## src/hdl/cte_pkg.sv

```systemverilog
// shared types, constants and the month table for the calendar to epoch seconds unit
`timescale 1ns / 1ps

package cte_pkg;

  localparam logic [15:0] EPOCH_YEAR         = 16'd1970;
  // leap days in years 1 through 1969
  localparam logic [13:0] LEAPS_BEFORE_EPOCH = 14'd477;
  localparam logic [8:0]  DAYS_PER_YEAR      = 9'd365;
  localparam logic [16:0] SECS_PER_DAY       = 17'd86400;
  localparam logic [11:0] SECS_PER_HOUR      = 12'd3600;
  localparam logic [5:0]  SECS_PER_MIN       = 6'd60;
  localparam logic [6:0]  YEARS_PER_CENTURY  = 7'd100;
  // ceil(2^19 / 25): x / 100 == ((x >> 2) * RECIP_25) >> 19 for 16-bit x
  localparam logic [14:0] RECIP_25           = 15'd20972;
  localparam logic [3:0]  MONTH_IDX_MAR      = 4'd2;
  localparam logic [3:0]  MONTH_IDX_DEC      = 4'd11;
  localparam logic [3:0]  MONTH_DEC          = 4'd12;

  localparam int IN_BYTES  = 6;
  localparam int OUT_BYTES = 6;

  typedef struct packed {
    logic [15:0] year;
    logic [3:0]  month;
    logic [4:0]  day;
    logic [4:0]  hour;
    logic [5:0]  minute;
    logic [5:0]  second;
  } cte_in_t;

  typedef struct packed {
    logic [15:0] year;       // clamped year
    logic [13:0] y4;         // (year - 1) / 4
    logic [28:0] leap_prod;  // ((year - 1) >> 2) * RECIP_25
    logic [28:0] year_prod;  // (year >> 2) * RECIP_25
    logic [3:0]  month_idx;  // 0..11
    logic [4:0]  day_m1;
    logic [16:0] hms;        // time of day in seconds
  } cte_s1_t;

  typedef struct packed {
    logic [24:0] yr_days;
    logic [13:0] leaps;
    logic [8:0]  dbm;
    logic        leap_add;
    logic [4:0]  day_m1;
    logic [16:0] hms;
  } cte_s2_t;

  typedef struct packed {
    logic [24:0] days;
    logic [16:0] hms;
  } cte_s3_t;

  typedef struct packed {
    logic [40:0] day_secs;
    logic [16:0] hms;
  } cte_s4_t;

  function automatic logic [8:0] days_before_month(input logic [3:0] idx);
    logic [8:0] d;
    unique case (idx)
      4'd0:    d = 9'd0;
      4'd1:    d = 9'd31;
      4'd2:    d = 9'd59;
      4'd3:    d = 9'd90;
      4'd4:    d = 9'd120;
      4'd5:    d = 9'd151;
      4'd6:    d = 9'd181;
      4'd7:    d = 9'd212;
      4'd8:    d = 9'd243;
      4'd9:    d = 9'd273;
      4'd10:   d = 9'd304;
      4'd11:   d = 9'd334;
      default: d = 9'd0;
    endcase
    return d;
  endfunction

endpackage

```

## src/hdl/cte_front.sv

```systemverilog
// first two pipeline stages: clamping, leap-day counting and year decomposition
`timescale 1ns / 1ps

module cte_front import cte_pkg::*; (
  input  logic    clk,
  input  logic    rst,
  input  logic    in_valid,
  output logic    in_ready,
  input  cte_in_t in_data,
  output logic    out_valid,
  input  logic    out_ready,
  output cte_s2_t out_data
);

  logic    v1, v2;
  logic    en1, en2;
  cte_s1_t r1, r1_next;
  cte_s2_t r2, r2_next;

  logic [15:0] year_c;
  logic [15:0] ym1;
  logic [9:0]  q100;
  logic [7:0]  q400;
  logic [9:0]  yq100;
  logic        rem_zero;
  logic        leap;
  logic [15:0] years;

  assign en2      = !v2 || out_ready;
  assign en1      = !v1 || en2;
  assign in_ready = en1;

  // stage 1: clamp the date fields, start the divisions by 100, sum the time of day
  always_comb begin
    year_c = (in_data.year < EPOCH_YEAR) ? EPOCH_YEAR : in_data.year;
    ym1    = year_c - 16'd1;
    r1_next.year      = year_c;
    r1_next.y4        = ym1[15:2];
    r1_next.leap_prod = 29'(ym1[15:2]) * 29'(RECIP_25);
    r1_next.year_prod = 29'(year_c[15:2]) * 29'(RECIP_25);
    if (in_data.month == 4'd0) begin
      r1_next.month_idx = 4'd0;
    end else if (in_data.month > MONTH_DEC) begin
      r1_next.month_idx = MONTH_IDX_DEC;
    end else begin
      r1_next.month_idx = in_data.month - 4'd1;
    end
    r1_next.day_m1 = (in_data.day == 5'd0) ? 5'd0 : in_data.day - 5'd1;
    r1_next.hms    = 17'(in_data.hour) * 17'(SECS_PER_HOUR)
                   + 17'(in_data.minute) * 17'(SECS_PER_MIN)
                   + 17'(in_data.second);
  end

  // stage 2: leap days, leap flag, whole-year days, days before the month
  always_comb begin
    q100     = r1.leap_prod[28:19];
    q400     = q100[9:2];
    yq100    = r1.year_prod[28:19];
    rem_zero = (17'(r1.year) == 17'(yq100) * 17'(YEARS_PER_CENTURY));
    leap     = (r1.year[1:0] == 2'd0) && (!rem_zero || (yq100[1:0] == 2'd0));
    years    = r1.year - EPOCH_YEAR;
    r2_next.yr_days  = 25'(years) * 25'(DAYS_PER_YEAR);
    r2_next.leaps    = 14'(15'(r1.y4) - 15'(q100) + 15'(q400) - 15'(LEAPS_BEFORE_EPOCH));
    r2_next.dbm      = days_before_month(r1.month_idx);
    r2_next.leap_add = leap && (r1.month_idx >= MONTH_IDX_MAR);
    r2_next.day_m1   = r1.day_m1;
    r2_next.hms      = r1.hms;
  end

  always_ff @(posedge clk) begin
    if (rst) begin
      v1 <= 1'b0;
      v2 <= 1'b0;
    end else begin
      if (en1) v1 <= in_valid;
      if (en2) v2 <= v1;
    end
  end

  always_ff @(posedge clk) begin
    if (en1) r1 <= r1_next;
    if (en2) r2 <= r2_next;
  end

  assign out_valid = v2;
  assign out_data  = r2;

endmodule

```

## src/hdl/cte_days.sv

```systemverilog
// third pipeline stage: total day count since the epoch
`timescale 1ns / 1ps

module cte_days import cte_pkg::*; (
  input  logic    clk,
  input  logic    rst,
  input  logic    in_valid,
  output logic    in_ready,
  input  cte_s2_t in_data,
  output logic    out_valid,
  input  logic    out_ready,
  output cte_s3_t out_data
);

  logic    v3;
  logic    en3;
  cte_s3_t r3, r3_next;

  assign en3      = !v3 || out_ready;
  assign in_ready = en3;

  always_comb begin
    r3_next.days = in_data.yr_days + 25'(in_data.leaps) + 25'(in_data.dbm)
                 + 25'(in_data.leap_add) + 25'(in_data.day_m1);
    r3_next.hms  = in_data.hms;
  end

  always_ff @(posedge clk) begin
    if (rst) begin
      v3 <= 1'b0;
    end else if (en3) begin
      v3 <= in_valid;
    end
  end

  always_ff @(posedge clk) begin
    if (en3) r3 <= r3_next;
  end

  assign out_valid = v3;
  assign out_data  = r3;

endmodule

```

## src/hdl/cte_seconds.sv

```systemverilog
// last two pipeline stages: days to seconds, then time of day added
`timescale 1ns / 1ps

module cte_seconds import cte_pkg::*; (
  input  logic        clk,
  input  logic        rst,
  input  logic        in_valid,
  output logic        in_ready,
  input  cte_s3_t     in_data,
  output logic        out_valid,
  input  logic        out_ready,
  output logic [40:0] out_secs
);

  logic        v4, v5;
  logic        en4, en5;
  cte_s4_t     r4, r4_next;
  logic [40:0] r5, r5_next;

  assign en5      = !v5 || out_ready;
  assign en4      = !v4 || en5;
  assign in_ready = en4;

  always_comb begin
    r4_next.day_secs = 41'(in_data.days) * 41'(SECS_PER_DAY);
    r4_next.hms      = in_data.hms;
    r5_next          = r4.day_secs + 41'(r4.hms);
  end

  always_ff @(posedge clk) begin
    if (rst) begin
      v4 <= 1'b0;
      v5 <= 1'b0;
    end else begin
      if (en4) v4 <= in_valid;
      if (en5) v5 <= v4;
    end
  end

  always_ff @(posedge clk) begin
    if (en4) r4 <= r4_next;
    if (en5) r5 <= r5_next;
  end

  assign out_valid = v5;
  assign out_secs  = r5;

endmodule

```

## src/hdl/calendar_to_epoch_seconds_unit.sv

```systemverilog
// top level: gregorian date and time to seconds since 1970-01-01 00:00:00
`timescale 1ns / 1ps

// channel   dir  handshake          payload
// s_*       in   s_tvalid/s_tready  s_tdata: year, month, day, hour, minute, second
// m_*       out  m_tvalid/m_tready  m_tdata: epoch_seconds
//
// five register stages, one transfer accepted per cycle unless a stall backs up to the input
// depth is set by the two divide-by-100 multiplies, which share the first stage, and by the year
// multiply, the day sum, the day multiply and the final 41-bit add, each in a stage of its own
// rst is synchronous and clears only the stage valid bits
// a stall backs up stage by stage; a stage takes new data when it is empty or moves on

module calendar_to_epoch_seconds_unit import cte_pkg::*; (
  input  logic                   clk,
  input  logic                   rst,
  input  logic                   s_tvalid,
  output logic                   s_tready,
  // year[15:0], month[19:16], day[24:20], hour[29:25], minute[35:30],
  // second[41:36], zero pad[47:42]
  input  logic [IN_BYTES*8-1:0]  s_tdata,
  output logic                   m_tvalid,
  input  logic                   m_tready,
  // epoch_seconds[40:0], zero pad[47:41]
  output logic [OUT_BYTES*8-1:0] m_tdata
);

  cte_in_t     in_fields;
  cte_s2_t     front_data;
  cte_s3_t     days_data;
  logic        front_valid, front_ready;
  logic        days_valid, days_ready;
  logic [40:0] secs;

  // unpack the input transfer
  assign in_fields.year   = s_tdata[15:0];
  assign in_fields.month  = s_tdata[19:16];
  assign in_fields.day    = s_tdata[24:20];
  assign in_fields.hour   = s_tdata[29:25];
  assign in_fields.minute = s_tdata[35:30];
  assign in_fields.second = s_tdata[41:36];

  // clamp, leap counting, years times 365
  cte_front u_front (
    .clk       (clk),
    .rst       (rst),
    .in_valid  (s_tvalid),
    .in_ready  (s_tready),
    .in_data   (in_fields),
    .out_valid (front_valid),
    .out_ready (front_ready),
    .out_data  (front_data)
  );

  // sum of all day terms
  cte_days u_days (
    .clk       (clk),
    .rst       (rst),
    .in_valid  (front_valid),
    .in_ready  (front_ready),
    .in_data   (front_data),
    .out_valid (days_valid),
    .out_ready (days_ready),
    .out_data  (days_data)
  );

  // days to seconds plus time of day, output register
  cte_seconds u_seconds (
    .clk       (clk),
    .rst       (rst),
    .in_valid  (days_valid),
    .in_ready  (days_ready),
    .in_data   (days_data),
    .out_valid (m_tvalid),
    .out_ready (m_tready),
    .out_secs  (secs)
  );

  assign m_tdata = {{(OUT_BYTES*8-41){1'b0}}, secs};

  // the pipeline never holds off input while the output side is free
  a_ready_through: assert property (@(posedge clk) disable iff (rst)
    m_tready |-> s_tready)
    else $error("input stalled with output ready");

  // input is held off only when a result waits at the output
  a_stall_source: assert property (@(posedge clk) disable iff (rst)
    !s_tready |-> m_tvalid)
    else $error("input stalled without a waiting result");

  // an accepted transfer reaches the output if the output side stays free meanwhile
  a_latency: assert property (@(posedge clk) disable iff (rst)
    (s_tvalid && s_tready && m_tready) ##1 m_tready ##1 m_tready ##1 m_tready
      ##1 m_tready |=> m_tvalid)
    else $error("result missing after pipeline latency");

endmodule

```

## config.mk

```make
export PLATFORM = sky130hd
export DESIGN_NAME = calendar_to_epoch_seconds_unit
export DESIGN_NICKNAME = d
export VERILOG_FILES = /design/src/hdl/cte_pkg.sv /design/src/hdl/cte_front.sv /design/src/hdl/cte_days.sv /design/src/hdl/cte_seconds.sv /design/src/hdl/calendar_to_epoch_seconds_unit.sv
export SDC_FILE = /design/constraint.sdc
export NUM_CORES = 1
export LEC_CHECK = 0
export BUFFER_PORTS_ARGS = -buffer_cell sky130_fd_sc_hd__buf_2
export CORE_MARGIN = 5
export CORE_UTILIZATION = 36
export DETAILED_ROUTE_END_ITERATION = 10
export PLACE_DENSITY = 0.59
export SLEW_MARGIN = 20
export SYNTH_ARGS = -nofsm -noshare
export SYNTH_HDL_FRONTEND = slang
export SYNTH_HIERARCHICAL = 1
export SYNTH_SLANG_ARGS = --single-unit
```

## constraint.sdc

```tcl
create_clock -name clk -period 9.8 [get_ports clk]
set_clock_uncertainty 0.1 [all_clocks]
set_input_delay 0.49 -clock clk [delete_from_list [all_inputs] [get_ports clk]]
set_output_delay 0.49 -clock clk [all_outputs]
set_load 0.03 [all_outputs]
```

==> flow_summary.toml <==
[status]
status = "complete, no violations"

[logic_synthesis]
seq_area_frac_synth_pct = 29.3
synth_cells = 2610
synth-adder-area-share_pct = 41.6
synth-edff-count = 281
netlist_area_sq_um = 29100
synth_top_family_by_area = "adder cells"
synthTopCellsByArea = "edfxtp_1 (29%), ha_1 (23%), fa_1 (19%)"
synth_xor_area_share_pct = 6.61
yosysWarningCount = 6
post_synth.cell_area_avg_sq_um = 11.2
synth_top_area_cell = "edfxtp_1"
synth_simple_gate_area_share_pct = 6.03
synthDistinctLibCells = 86
ys_seq_elements = 286
muxShareOfSynthArea_pct = 0.142
ys.flop_type = "edfxtp_1"
synth_top_area_share_pct = 29.0
synthArstFlopShare_pct = 0
synth_compound_area_share_pct = 8.62

[die]
core.rowCount = 104
start_util_pct = 36.2
die_h_um = 294
chipWidth_um = 294
dieArea_sq_um = 86700
pin_count = 102
core_sq_um = 80400

[setup_path]
critPathSlowestCell = "nor2_1"
cp_max_fo = 8
critPathMostFrequentCell = "ha_1"
path_delay_family = "adder cells"
cp_slowest_stage_delay_ns = 0.58
cp.required_ns = 10.05
end_kind = "flip-flop"
cp.arrival_ns = 7.96
path_buf_inv = 4
crit_path_start_kind = "primary input"
critPathKind = "primary input to flip-flop"

[detailed_routing]
via_count = 17500
drt_iter0_markers = 646
dr.pass1.iters = 5
wl_per_cell_um = 13.7
wirelength_um = 52000
drtAntennaViolNets = 0
drc = 0
viasPerCell = 4.61

[sta]
drv_slew = 0
final-setup-viol-count = 0
rsz0062_at_grt = "false"
slew_headroom_pct = 30.3
worst_slew_pin_slew_ns = 1.04
setup-tns-final_ns = 0
max_freq_ghz = 0.130
period_share_pct = 78.7
finalHoldViolCount = 0
period_needed_ns = 7.71

[global_routing]
grt_pass1_vias = 18300
grt-ovfl-total = 0
grt_start_max_net_pins = 78
track_usage_pct = 12.4
grt_pass1_wl_um = 89100
antenna_found_initial = 0

[hold_path]
min_path_type = "primary input to flip-flop"

[cells_and_area]
syn2layout_area_growth_pct = 9.66
antenna_cells = 0
drive_gt1_share_pct = 6.96
n_fill_cell = 7831
nets = 3579

[clocking]
cts_htree_levels = 2
numCtsBuffers = 34
cts_tree = "yes"
clkLatencyLatePin_ns = 0.54
clk_pin_slew_worst_paths_ns = 0.06
clock_tree.root_cell = "clkbuf_16"
cts.repair.resized = 0
clockBufferDepth = 3
cts_sinks = 286

[placement]
place.gp.congestion = 0.838
portBuffers = 88
hpwl_um = 44300

[run]
maxCapViolCount = 0
## area by class of cell
class	count	area, sq um	area share [%]
multi-input combinational	1748	18400	57.6
sequential	286	8540	26.7
inverter	554	2080	6.51
tap	1060	1330	4.15
clock buffer	42	902	2.83
timing repair buffer	98	541	1.69
clock inverter	16	156	0.490
## cells in the mapped netlist (14+ instances only)
cell type    n
xor2_1      51
o21bai_1    19
nand2_1     83
o21a_1      16
ha_1       533
clkbuf_1    14
xnor2_1    162
nor3_1      27
nor2_1      85
nor2b_1     16
a21o_1      54
fa_1       272
nand3_1     37
o21ai_0     55
edfxtp_1   281
and3_1      17
a21oi_1    109
nand4_1     19
inv_1      553
## stage by stage
stage                     setup WS, ns  hold slack (ns)  area (sq um)  utilization, %  instances
after floorplan                   2.71            0.300         29100               -       2616
after global placement            1.62            0.302         30800            38.3       3743
after detailed placement          1.54            0.305         30800            38.3       3743
after CTS                         2.11           0.0420         31900            39.7       3803
after global routing              1.59           0.0771         31900            39.7       3804
final                             2.09           0.0855         31900            39.7       3804
## worst register-to-register path, cell delays in order, from the launching register on
cell and delay (ns):
edfxtp_1 0.40, inv_1 0.23, ha_1 0.24, nand2b_1 0.08
a31oi_1 0.35, nor2_1 0.12, or3_1 0.36, or3_1 0.33
xnor2_1 0.29, ha_1 0.36, fa_1 0.58, fa_1 0.44
fa_1 0.49, ha_1 0.38, nand2_1 0.07, nand2_1 0.06
a211oi_1 0.05, or2_2 0.28, a211o_1 0.29, a2111oi_0 0.52
a211oi_1 0.08
## final timing paths
path / start / end / slack (ns) / cells past startpoint
worst max-delay path: s_tdata[14] / u_front/q100[8] / 2.09 / 29
worst max register to register: u_front/r1[99] / u_front/out_data[70] / 3.40 / 20
worst min-delay path: rst / u_days/out_valid / 0.09 / 2
worst min register to register: u_front/out_data[5] / u_days/out_data[5] / 0.31 / 0
## sequential cells by signal, indices dropped and copies added, names as in the netlist, 10 cells and up
register / cells
u_front/out_data: 71
u_front/r1: 66
u_seconds/r4: 51
u_days/out_data: 42
u_seconds/out_secs: 41
u_front/q100: 10
## timing repair
action	in CTS	in global routing
setup buffers	0	0
setup endpoints to repair	0	0
endpoints found under the hold margin	2	0
hold buffers	2	0
## layer usage
layer / global-route usage [%] / routed length (um) / vias to the layer above
met1: 15.6 / 23300 / 8315
met2: 22.5 / 26200 / 154
li1: - / - / 8987
met4: 3.15 / 1300 / 0
met5: 0 / 0 / -
met3: 1.44 / 1210 / 66
## kinds of logic (layout without fill, tap and decap cells)
family                     count (synthesis)  in the layout
and+or+nand+nor                          351            351
AOI/OAI and AO/OA                        365            365
other                                      1              7
adders and majority gates                805            805
xor gates and xnor gates                 216            216
buffers and inverters                    582            710
muxes                                      4              4
DFF                                      286            286
## cells in the final DEF (no fill, tap or decap), drive strengths merged, types with 37 or more instances in the layout
| cell | netlist | final |
|---|---|---|
| inv | 554 | 559 |
| ha | 533 | 533 |
| edfxtp | 281 | 281 |
| fa | 272 | 272 |
| xnor2 | 165 | 165 |
| a21oi | 112 | 112 |
| buf | 13 | 96 |
| nor2 | 85 | 85 |
| nand2 | 83 | 83 |
| o21ai | 64 | 64 |
| a21o | 54 | 54 |
| xor2 | 51 | 51 |
| clkbuf | 15 | 42 |
| nand3 | 37 | 37 |
Power is not shown: default switching activity piles up to over one toggle a cycle in this logic, so the estimate is an artifact.
